<file path="config.mk">
export PLATFORM = sky130hd
export DESIGN_NAME = hpr_ctrl
export DESIGN_NICKNAME = d
export VERILOG_FILES = /design/src/rtl/hpr_pkg.sv /design/src/rtl/hpr_ctrl.sv
export SDC_FILE = /design/constraint.sdc
export NUM_CORES = 1
export LEC_CHECK = 0
export ABC_AREA = 1
export BUFFER_PORTS_ARGS = -buffer_cell sky130_fd_sc_hd__buf_2
export CORE_MARGIN = 2
export CORE_UTILIZATION = 54
export DETAILED_ROUTE_END_ITERATION = 6
export GPL_ROUTABILITY_DRIVEN = 0
export PLACE_DENSITY_LB_ADDON = 0.3
export SETUP_SLACK_MARGIN = 0.15
export SLEW_MARGIN = 10
export SYNTH_ARGS = -nofsm -noshare
export SYNTH_HDL_FRONTEND = slang
export SYNTH_SLANG_ARGS = --single-unit
</file>
<file path="constraint.sdc">
create_clock -name clk -period 3.85 [get_ports clk]
set_clock_uncertainty 0.1 [all_clocks]
set_input_delay 0.1925 -clock clk [delete_from_list [all_inputs] [get_ports clk]]
set_output_delay 0.1925 -clock clk [all_outputs]
set_load 0.005 [all_outputs]
</file>
<file path="src/rtl/hpr_pkg.sv">
// hpr_pkg: shared types and constants for the histogram percentile range block
// command and status words between hpr_ctrl and hpr_datapath
// no dependencies
`default_nettype none

package hpr_pkg;

  localparam int SAMPLE_W     = 16;
  localparam int BIN_SHIFT    = 4;
  localparam int PCT_W        = 15;
  localparam int LIMIT_W      = 8;
  localparam int LOW_LEVEL_W  = 17;
  localparam int HIGH_LEVEL_W = 16;
  localparam int CFG_IDX_W    = 2;
  localparam int CFG_DATA_W   = 15;

  localparam logic [CFG_IDX_W-1:0] CFG_LOW_PCT  = 2'd0;
  localparam logic [CFG_IDX_W-1:0] CFG_HIGH_PCT = 2'd1;
  localparam logic [CFG_IDX_W-1:0] CFG_SPARSE   = 2'd2;

  localparam logic [PCT_W-1:0]   LOW_PCT_RST  = 15'd256;
  localparam logic [PCT_W-1:0]   HIGH_PCT_RST = 15'd256;
  localparam logic [LIMIT_W-1:0] SPARSE_RST   = 8'd10;

  // 100 percent in q7.8 is 25600 = 2^14 + 2^13 + 2^10
  localparam int SCALE_SH_A = 14;
  localparam int SCALE_SH_B = 13;
  localparam int SCALE_SH_C = 10;

  typedef enum logic [1:0] {
    RD_SAMPLE = 2'd0,
    RD_SCAN   = 2'd1,
    RD_REF    = 2'd2
  } rd_sel_t;

  typedef enum logic [2:0] {
    REF_HOLD    = 3'd0,
    REF_LOAD_LO = 3'd1,
    REF_LOAD_HI = 3'd2,
    REF_INC     = 3'd3,
    REF_DEC     = 3'd4
  } ref_op_t;

  typedef struct packed {
    logic    acc_en;
    logic    clr_en;
    logic    idx_zero;
    logic    scan_start;
    logic    scan_dir;
    rd_sel_t rd_sel;
    ref_op_t ref_op;
    logic    cap_lo;
    logic    cap_hi;
    logic    out_load;
  } hpr_cmd_t;

  typedef struct packed {
    logic scan_done;
    logic clr_last;
    logic lo_go;
    logic hi_go;
    logic sparse;
    logic out_free;
  } hpr_sts_t;

endpackage

`default_nettype wire

</file>
<file path="src/rtl/hpr_ctrl.sv">
// hpr_ctrl: frame sequencer for the histogram percentile range block
// accumulate, percentile scans, sparse-bin refinement, result load, clear
// depends on hpr_pkg
`default_nettype none

module hpr_ctrl import hpr_pkg::*; (
  input  wire logic     clk,
  input  wire logic     rst_n,
  input  wire logic     in_valid,
  input  wire logic     in_last,
  output logic          in_ready,
  input  wire hpr_sts_t sts_i,
  output hpr_cmd_t      cmd_o
);

  typedef enum logic [10:0] {
    S_CLEAR   = 11'b000_0000_0001,
    S_ACCUM   = 11'b000_0000_0010,
    S_DRAIN   = 11'b000_0000_0100,
    S_LSCAN   = 11'b000_0000_1000,
    S_HSTART  = 11'b000_0001_0000,
    S_HSCAN   = 11'b000_0010_0000,
    S_RLO_CHK = 11'b000_0100_0000,
    S_RLO_TST = 11'b000_1000_0000,
    S_RHI_CHK = 11'b001_0000_0000,
    S_RHI_TST = 11'b010_0000_0000,
    S_OUT     = 11'b100_0000_0000
  } state_t;

  state_t state_r, state_nxt;

  always_ff @(posedge clk) begin
    if (!rst_n) begin
      state_r <= S_CLEAR;
    end else begin
      state_r <= state_nxt;
    end
  end

  always_comb begin
    state_nxt  = state_r;
    in_ready   = 1'b0;
    cmd_o      = '0;
    cmd_o.rd_sel = RD_SCAN;
    cmd_o.ref_op = REF_HOLD;
    unique case (state_r)
      S_CLEAR: begin
        cmd_o.clr_en = 1'b1;
        if (sts_i.clr_last) begin
          state_nxt = S_ACCUM;
        end
      end
      S_ACCUM: begin
        in_ready     = 1'b1;
        cmd_o.rd_sel = RD_SAMPLE;
        cmd_o.acc_en = in_valid;
        if (in_valid && in_last) begin
          state_nxt = S_DRAIN;
        end
      end
      S_DRAIN: begin
        cmd_o.scan_start = 1'b1;
        cmd_o.scan_dir   = 1'b0;
        state_nxt        = S_LSCAN;
      end
      S_LSCAN: begin
        if (sts_i.scan_done) begin
          state_nxt = S_HSTART;
        end
      end
      S_HSTART: begin
        cmd_o.scan_start = 1'b1;
        cmd_o.scan_dir   = 1'b1;
        state_nxt        = S_HSCAN;
      end
      S_HSCAN: begin
        if (sts_i.scan_done) begin
          cmd_o.ref_op = REF_LOAD_LO;
          state_nxt    = S_RLO_CHK;
        end
      end
      S_RLO_CHK: begin
        cmd_o.rd_sel = RD_REF;
        if (!sts_i.lo_go) begin
          cmd_o.cap_lo = 1'b1;
          cmd_o.ref_op = REF_LOAD_HI;
          state_nxt    = S_RHI_CHK;
        end else begin
          state_nxt = S_RLO_TST;
        end
      end
      S_RLO_TST: begin
        cmd_o.rd_sel = RD_REF;
        if (sts_i.sparse) begin
          cmd_o.ref_op = REF_INC;
          state_nxt    = S_RLO_CHK;
        end else begin
          cmd_o.cap_lo = 1'b1;
          cmd_o.ref_op = REF_LOAD_HI;
          state_nxt    = S_RHI_CHK;
        end
      end
      S_RHI_CHK: begin
        cmd_o.rd_sel = RD_REF;
        if (!sts_i.hi_go) begin
          cmd_o.cap_hi = 1'b1;
          state_nxt    = S_OUT;
        end else begin
          state_nxt = S_RHI_TST;
        end
      end
      S_RHI_TST: begin
        cmd_o.rd_sel = RD_REF;
        if (sts_i.sparse) begin
          cmd_o.ref_op = REF_DEC;
          state_nxt    = S_RHI_CHK;
        end else begin
          cmd_o.cap_hi = 1'b1;
          state_nxt    = S_OUT;
        end
      end
      S_OUT: begin
        if (sts_i.out_free) begin
          cmd_o.out_load = 1'b1;
          cmd_o.idx_zero = 1'b1;
          state_nxt      = S_CLEAR;
        end
      end
      default: begin
        state_nxt = S_CLEAR;
      end
    endcase
  end

endmodule

`default_nettype wire

</file>
==> results of run 1 <==
==> cell type report <==
cell class / count / area, um^2
clock buffers: 4 / 26.28
fillers: 143 / 489.2
inverters: 34 / 130.1
multi-input cells: 89 / 488.0
flip-flops and latches: 11 / 220.2
well taps: 16 / 20.02
repair buffers: 23 / 115.1
==> cell usage after synthesis (all sizes together) <==
cell type / instances / area, um^2
nand4: 2 / 12.51
o22ai: 2 / 12.51
o21ai: 3 / 15.01
nor3: 10 / 66.32
nand3: 11 / 67.57
buf: 1 / 7.510
nand2: 35 / 176.4
nor2: 25 / 132.6
a21oi: 1 / 5.000
inv: 34 / 130.1
dfxtp: 11 / 220.2
==> worst reg2reg max path: cells and delay by family, from the launching register on <==
kind,cells,cell delay (ns)
and+or+nand+nor,11,1.09
DFF,1,0.40
==> power by group through the flow <==
stage	Sequential, mW	Clock [mW]	Combinational [mW]
4_1_cts	0.146	0.0843	0.315
6_report	0.146	0.0845	0.313
3_5_place_dp	0.149	0	0.314
5_1_grt	0.149	0.0889	0.351
2_1_floorplan	0.146	0	0.253
3_3_place_gp	0.148	0	0.308
==> worst paths after layout <==
path,slack (ns),endpoint,startpoint,cells past startpoint
min reg2reg,0.43,state_r[1],state_r[1],2
min,0.06,state_r[7],sts_i[3],3
max,1.95,cmd_o[2],state_r[8],6
max reg2reg,2.16,state_r[8],state_r[8],11
==> stage by stage <==
stage / hold WS (ns) / util [%] / std cells / setup WS (ns)
after floorplan: 0.1766 / - / 135 / 2.408
after global placement: 0.3409 / 65.38 / 173 / 2.203
after detailed placement: 0.3512 / 65.38 / 173 / 2.173
after CTS: 0.05478 / 67.14 / 177 / 1.955
after global routing: 0.08151 / 67.14 / 177 / 1.779
final: 0.06147 / 67.14 / 177 / 1.949
==> cell families after synthesis <==
| family | count (synthesis) | synth area share [%] |
|---|---|---|
| flip-flops | 11 | 26.04 |
| AND/OR/NAND/NOR | 83 | 53.85 |
| AO/OA/AOI/OAI | 6 | 3.845 |
| buffers and inverters | 35 | 16.27 |
==> per-layer routing <==
layer / vias to the layer above / track usage, % / routed length (um)
met4: 0 / 10.91 / 24
met3: 3 / 5.000 / 149
li1: 458 / - / -
met1: 371 / 29.12 / 791
met2: 27 / 39.71 / 946
met5: - / 0 / 0
==> results.toml, run 1 <==
[setup_path]
worstSetupPathType = "reg2out"
worstPathCellList = "nor2_2 > nand2_2 > nor2_4 > nand2_1 > o21ai_0 > buf_2"
path_delay_family = "simple AND/OR/NAND/NOR gates"
critical_path.slowest_cell = "dfxtp_1"
critPathMaxFanout = 6
crit_buf_inv = 1
worst-endpoint-required_ns = 3.56
start_kind = "flop"
crit_path_max_incr_delay_ns = 0.35
cp-end-kind = "primary output"
worstPathArrival_ns = 1.61

[floorplan]
rows = 14
start_util_pct = 56.81
core_area_mm2 = 0.001489
die_w_um = 43.58
ios = 24
dieArea_mm2 = 0.001899
die_y_um = 43.58

[sta]
setup_viol = 0
maxSlewViolCount = 0
fin_setup_tns_ns = 0
worst_slew_pin_slew_ns = 0.3175
min_period_ns = 1.901
max_freq_mhz = 526.0
rsz0062_at_grt = "no"
fin_crit_sh_pct = 49.38
max_slew_margin_pct = 78.67
hold_viol = 0

[clocking]
clockBufferDepth = 2
cts_buffers = 3
root_buffer = "clkbuf_4"
cts_tree = "yes"
cts_resized = 0
clk_latency_ns = 0.28
cts_sinks = 11
cts_htree_levels = 1
path_clk_slew_ns = 0.08
hold_buffers = 0
postCtsSetupRepairBufs = 0

[synthesis]
ys_seq_area_share_pct = 26.04
synth_area_um2 = 845.8
synth_cells = 135
syn_nets = 145
yosysUniqueCellTypes = 21
synth_seq_cells = 11
synth_area_per_cell_um2 = 6.265
yosysWarnings = 0

[run_status]
status = "finished, final reports clean"

[cells_and_area]
syn_to_final_growth_pct = 18.20
registers.top_by_ff_count = "state_r"
layout_commonest_cell = "inv_1"
largest_register_ffs = 11
n_antenna_cell = 0
layout_common_cells = "inv_1 (30), nand2_1 (25), buf_2 (23), nor2_1 (19), dfxtp_1 (11)"
drive_gt1_share_pct = 30.43
final_area_um2 = 999.7
reg_top3 = "state_r: 11 flops"
nets = 172

[placed_design]
place_area_um2 = 973.4
dp_hpwl_um = 1574
port_buffers = 23

[routing]
drc = 0
drt_iter0_drc = 19
ant_nets = 0
dr.pass1.iters = 4
viasPerCell = 4.853
wl_per_cell_um = 10.81
num_vias = 859
wl_um = 1913

[global_routing]
antenna_found_initial = 0
grt_pass1_wl_um = 3312
gr-usage-all-layers_pct = 23.80
grt_max_degree = 7
grt_pass1_vias = 791
overflow = 0

[power]
power.switching_uw = 260.1
p_int_uw = 283.5
power_density_mw_per_mm2 = 543.8
p_leak_nw = 0.6158
pwr-share-clk_pct = 15.5
power_uw = 543.6
ir_worst_vdd_v = 0.0003481
p_sw_share_pct = 47.84
power_frac_seq_pct = 26.9
pwr-share-comb_pct = 57.6

[hold_path]
hold_class = "in2reg"

[job]
max-cap-violations = 0
No activity file was read; power rests on OpenSTA's default activity.
==> inputs of run 2 (changes only) <==
--- a/config.mk
+++ b/config.mk
@@ -8,7 +8,7 @@
 export ABC_AREA = 1
 export BUFFER_PORTS_ARGS = -buffer_cell sky130_fd_sc_hd__buf_2
 export CORE_MARGIN = 2
-export CORE_UTILIZATION = 54
+export CORE_UTILIZATION = 45
 export DETAILED_ROUTE_END_ITERATION = 6
 export GPL_ROUTABILITY_DRIVEN = 0
 export PLACE_DENSITY_LB_ADDON = 0.3
==> constraint.sdc (replaced) <==
create_clock -name clk -period 1.7 [get_ports clk]
set_clock_uncertainty 0.1 [all_clocks]
set_input_delay 0.085 -clock clk [delete_from_list [all_inputs] [get_ports clk]]
set_output_delay 0.085 -clock clk [all_outputs]
set_load 0.005 [all_outputs]
==> run 2 against run 1 <==
  * Count of clock-buffer cells in the layout did not move
  * Largest cell class unchanged
  * Highest routed layer unchanged
  * Critical path depth rose by 6
  * Register-to-register slack got worse by 2.1 ns
  * Hold slack improved by 0.087 ns
  * Via count rose by 19%
  * Worst setup slack got worse by 1.9 ns
  * Power rose to 3.1 times the previous value
==> results.toml, run 2 (synthesis gave the netlist of run 1 again) <==
[run_status]
status = "finished, final reports clean"

[cells_and_area]
layout_common_cells = "inv_1 (27), buf_2 (22), nand2_1 (17), nand2_4 (10), buf_4 (10)"
fillers = 121
drive_gt1_share_pct = 55.93
ff_latch_area_um2 = 235.2
largest_register_ffs = 11
reg_top3 = "state_r: 11 flops"
nets = 188
final_area_mm2 = 0.001343
layout_commonest_cell = "inv_1"
n_antenna_cell = 0
registers.top_by_ff_count = "state_r"
syn_to_final_growth_pct = 58.73
multiInputGateArea_um2 = 650.6

[placed_design]
dp_hpwl_um = 1627
place_area_um2 = 999.7
port_buffers = 23

[global_routing]
gr-usage-all-layers_pct = 22.57
grt_pass1_vias = 900
grt_pass1_wl_um = 3539
antenna_found_initial = 0
overflow = 0
grt_max_degree = 7

[routing]
viasPerCell = 5.040
wl_um = 2615
drc = 0
wl_met2_um = 1415
met3WireLength_um = 163
num_vias = 1018
ant_nets = 0
drt_iter0_drc = 28
dr.pass1.iters = 4
wl_met1_um = 1001
routed.top_layer = "met4"
wl_per_cell_um = 12.95

[clocking]
clk_latency_ns = 0.27
cts_htree_levels = 1
root_buffer = "clkbuf_4"
clockBufferDepth = 2
cts_buffers = 3
path_clk_slew_ns = 0.08
cts_sinks = 11
cts_tree = "yes"

[sta]
hold_viol = 0
max_slew_margin_pct = 82.25
maxSlewViolCount = 0
fin_crit_sh_pct = 99.40
worst_slew_pin_slew_ns = 0.2641
rsz0062_at_grt = "yes"
min_period_ns = 1.690
max_freq_mhz = 591.8
setup_viol = 0

[setup_path]
worstSetupPathType = "reg2reg"
crit_buf_inv = 3
worstPathArrival_ns = 1.80
worstPathCellList = "nor2_4 > nand2_4 > nor2_8 > buf_12 > nand3_1 > nand2_1 > inv_2 > nand3_4 > inv_4 > nand2_4 > nand2_8 > nor2_2"
crit_path_max_incr_delay_ns = 0.36
worst-endpoint-required_ns = 1.81
cp-end-kind = "flop"
path_delay_family = "simple AND/OR/NAND/NOR gates"
cpMostUsedCell = "nand2_4"
critPathMaxFanout = 6
critical_path.slowest_cell = "dfxtp_4"
start_kind = "flop"

[hold_path]
hold_class = "in2reg"

[power]
power_density_mw_per_mm2 = 1241
power_mw = 1.666
p_leak_nw = 0.7792
ir_worst_vdd_v = 0.0009105

[job]
max-cap-violations = 0

[floorplan]
die_w_um = 47.36
rows = 15
die_y_um = 47.36
start_util_pct = 48.46
ios = 24
core_area_mm2 = 0.001745
dieArea_mm2 = 0.002243
[run 2: changes by cell type in the layout (fill, tap and decap cells not counted), moves of 6 or more]
cell,previous run,this run
buf_4,0,10
dfxtp_1,11,3
dfxtp_2,0,6
nor2_1,19,8
nor2_4,2,9
nand2_1,25,17
nand2_4,4,10
[run 2: layout make-up]
| type | instances | share of cell area [%] |
|---|---|---|
| multi-input cells | 89 | 48.46 |
| repair buffers | 39 | 20.04 |
| flip-flops and latches | 11 | 17.52 |
| inverters | 34 | 9.692 |
| well taps | 25 | 2.330 |
| clock buffers | 4 | 1.957 |
[run 2: through the flow]
step                      hold WS (ns)  worst slack [ns]  utilization, %  TNS [ns]  instances
after floorplan                0.06915            0.2576               -         0        135
after CTS                      0.06268           0.03323           69.53         0        199
final                           0.1480           0.01019           76.92         0        202
after global placement          0.2268           0.09060           57.28         0        184
after global routing            0.1505          -0.07097           76.92   -0.3131        202
after detailed placement        0.2292           0.05904           57.28         0        184
[run 2: metal layers]
metal / GRT usage, % / vias to the layer above
met5: 0 / -
met3: 5.385 / 6
li1: - / 496
met1: 25.06 / 474
met2: 39.19 / 42
met4: 12.22 / 0
[run 2: power by group]
group / leakage [nW] / switching (mW) / internal (mW) / total (mW)
sequential: 0.0937 / 0.0399 / 0.305 / 0.345
combinational: 0.670 / 0.683 / 0.450 / 1.13
clock: 0.0150 / 0.0983 / 0.0909 / 0.189
total: 0.779 / 0.821 / 0.845 / 1.67
[run 2: path summary, 6_finish.rpt]
kind	start	endpoint	slack, ns	cells after the start
worst max-delay path	state_r[4]	state_r[5]	0.01	12
worst min-delay path	sts_i[5]	state_r[1]	0.15	6
worst min register to register	state_r[1]	state_r[1]	0.43	2
worst max register to register	state_r[4]	state_r[5]	0.01	12
[run 2: repair_timing]
action | 4_1_cts | 5_1_grt
hold endpoints to repair | 3 | 0
hold buffers | 3 | 0
setup buffers | 8 | 3
pin swaps | 9 | 17
endpoints found under the setup margin | 16 | 23
gates resized for setup | 28 | 29
[run 2: worst min-delay path, delay by kind of cell]
kind / cells / cell delay [ns]
AOI/OAI and AO/OA: 1 / 0.04
and+or+nand+nor: 3 / 0.22
buffers and inverters: 2 / 0.13
==> inputs of run 3 (changes only) <==
--- a/config.mk
+++ b/config.mk
@@ -9,9 +9,11 @@
 export BUFFER_PORTS_ARGS = -buffer_cell sky130_fd_sc_hd__buf_2
 export CORE_MARGIN = 2
 export CORE_UTILIZATION = 45
+export CTS_CLUSTER_SIZE = 10
 export DETAILED_ROUTE_END_ITERATION = 6
 export GPL_ROUTABILITY_DRIVEN = 0
 export PLACE_DENSITY_LB_ADDON = 0.3
+export REMOVE_ABC_BUFFERS = 1
 export SETUP_SLACK_MARGIN = 0.15
 export SLEW_MARGIN = 10
 export SYNTH_ARGS = -nofsm -noshare
==> run 3 against run 2 <==
  * Die area unchanged
  * The flow now finishes with violations (negative setup slack)
  * Non-clock buffer count rose by 5
  * Fmax shrank 5.1%
  * Largest power group unchanged
  * Via count increased by 6.1%
  * Sequential cell count unchanged
  * Routed wire length rose by 15%
==> results.toml, run 3 (synthesis gave the netlist of run 1 again) <==
[run_status]
status = "complete, but fails checks"
failed_checks = "negative setup slack"

[cells_and_area]
reg_top3 = "state_r: 11 flops"
fillers = 109
drive_gt1_share_pct = 62.64
layout_common_cells = "inv_1 (24), buf_2 (22), nand2_1 (16), buf_4 (13), nand2_4 (11)"
layout_commonest_cell = "inv_1"
nets = 193
largest_register_ffs = 11
instances_no_fill = 207
final_area_mm2 = 0.001410
multiInputGateArea_um2 = 668.1
registers.top_by_ff_count = "state_r"
syn_to_final_growth_pct = 66.72
fin_util_pct = 80.79
n_antenna_cell = 0
ff_latch_area_um2 = 235.2

[clocking]
root_buffer = "clkbuf_4"
cts_buffers = 3
clk_latency_ns = 0.28
path_clk_slew_ns = 0.07
cts_sinks = 11
clockBufferDepth = 2
cts_tree = "yes"
cts_htree_levels = 1

[routing]
num_vias = 1080
routed.top_layer = "met4"
wl_per_cell_um = 14.57
wl_um = 3016
wl_met1_um = 1089
drc = 0
drt_iter0_drc = 36
viasPerCell = 5.217
met3WireLength_um = 183
dr.pass1.iters = 4
wl_met2_um = 1603
ant_nets = 0

[power]
p_leak_nw = 0.7976
power_density_mw_per_mm2 = 1307
ir_worst_vdd_v = 0.001016
power_mw = 1.843

[sta]
layout_setup_ws_ns = -0.08124
max_freq_mhz = 561.4
maxSlewViolCount = 0
fin_setup_tns_ns = -0.3205
max_slew_margin_pct = 76.12
min_period_ns = 1.781
setup_viol = 5
rsz0062_at_grt = "yes"
hold_viol = 0
worst_slew_pin_slew_ns = 0.3554
fin_crit_sh_pct = 104.8

[global_routing]
overflow = 0
antenna_found_initial = 0
grt_pass1_wl_um = 4146
gr-usage-all-layers_pct = 26.97
grt_max_degree = 7
grt_pass1_vias = 1007

[setup_path]
worst-endpoint-required_ns = 1.77
start_kind = "flop"
critPathMaxFanout = 4
worstSetupPathType = "reg2reg"
r2r_cells = 12
cp-end-kind = "flop"
worstPathArrival_ns = 1.85

[placed_design]
dp.cells = 184
place_area_um2 = 999.7
dp_hpwl_um = 1624
port_buffers = 23

[floorplan]
start_util_pct = 48.46
dieArea_mm2 = 0.002243
rows = 15
die_w_um = 47.36
die_y_um = 47.36
core_area_mm2 = 0.001745
ios = 24

[job]
max-cap-violations = 0

[hold_path]
hold_class = "in2reg"
whs_path_depth = 5
[run 3: changes by cell type in the layout (fill, tap and decap cells not counted), moves of 2 or more]
cell,delta
nor2_1,-3
buf_4,+3
buf_6,+2
nor2_2,+3
nor3_1,+2
inv_1,-3
nor3_2,-2
inv_4,+2
dfxtp_2,+3
dfxtp_1,-2
[run 3: area by class of cell]
cell class,count,share of cell area (%)
multi-input combinational,89,47.38
timing repair buffer,44,22.27
sequential,11,16.68
inverter,34,9.583
tap,25,2.218
clock buffer,4,1.863
[run 3: metrics by stage]
stage / worst slack [ns] / hold slack (ns)
global placement: 0.07851 / 0.2295
global route: -0.1707 / 0.1508
finish: -0.08124 / 0.1380
detailed placement: 0.04613 / 0.2316
floorplan: 0.2576 / 0.06915
CTS: 0.06699 / 0.06875
[run 3: what timing repair did]
action,4_1_cts,5_1_grt
setup buffers,10,6
endpoints found under the setup margin,15,23
resized for setup,44,28
pin swaps,18,16
endpoints found under the hold margin,4,0
hold buffers,3,0
[run 3: final timing paths]
path	startpoint	endpoint	slack (ns)
hold reg to reg	state_r[1]	state_r[1]	0.44
hold / removal	sts_i[4]	state_r[0]	0.14
setup / recovery	state_r[10]	state_r[8]	-0.08
setup reg to reg	state_r[10]	state_r[8]	-0.08
[run 3: per-layer routing]
metal  up-vias  global-route usage [%]
met5         -                       0
met4         0                   13.89
met3        21                   6.923
met2        63                   50.27
met1       495                   27.02
li1        501                       -
[run 3: power by group]
part / internal [mW] / switching, mW / total [mW]
logic: 0.536 / 0.766 / 1.30
clock network: 0.0911 / 0.100 / 0.192
registers: 0.308 / 0.0418 / 0.350
[run 3: critical path, cell delays in order, from the launching register on]
cell	delay, ns
dfxtp_1	0.34
inv_1	0.09
nand2_4	0.13
nor2_8	0.07
buf_12	0.13
nand2_8	0.07
nand3_1	0.11
inv_1	0.07
nand2_1	0.05
nor2_1	0.25
nand2_4	0.10
nand2_4	0.11
nor2_2	0.04
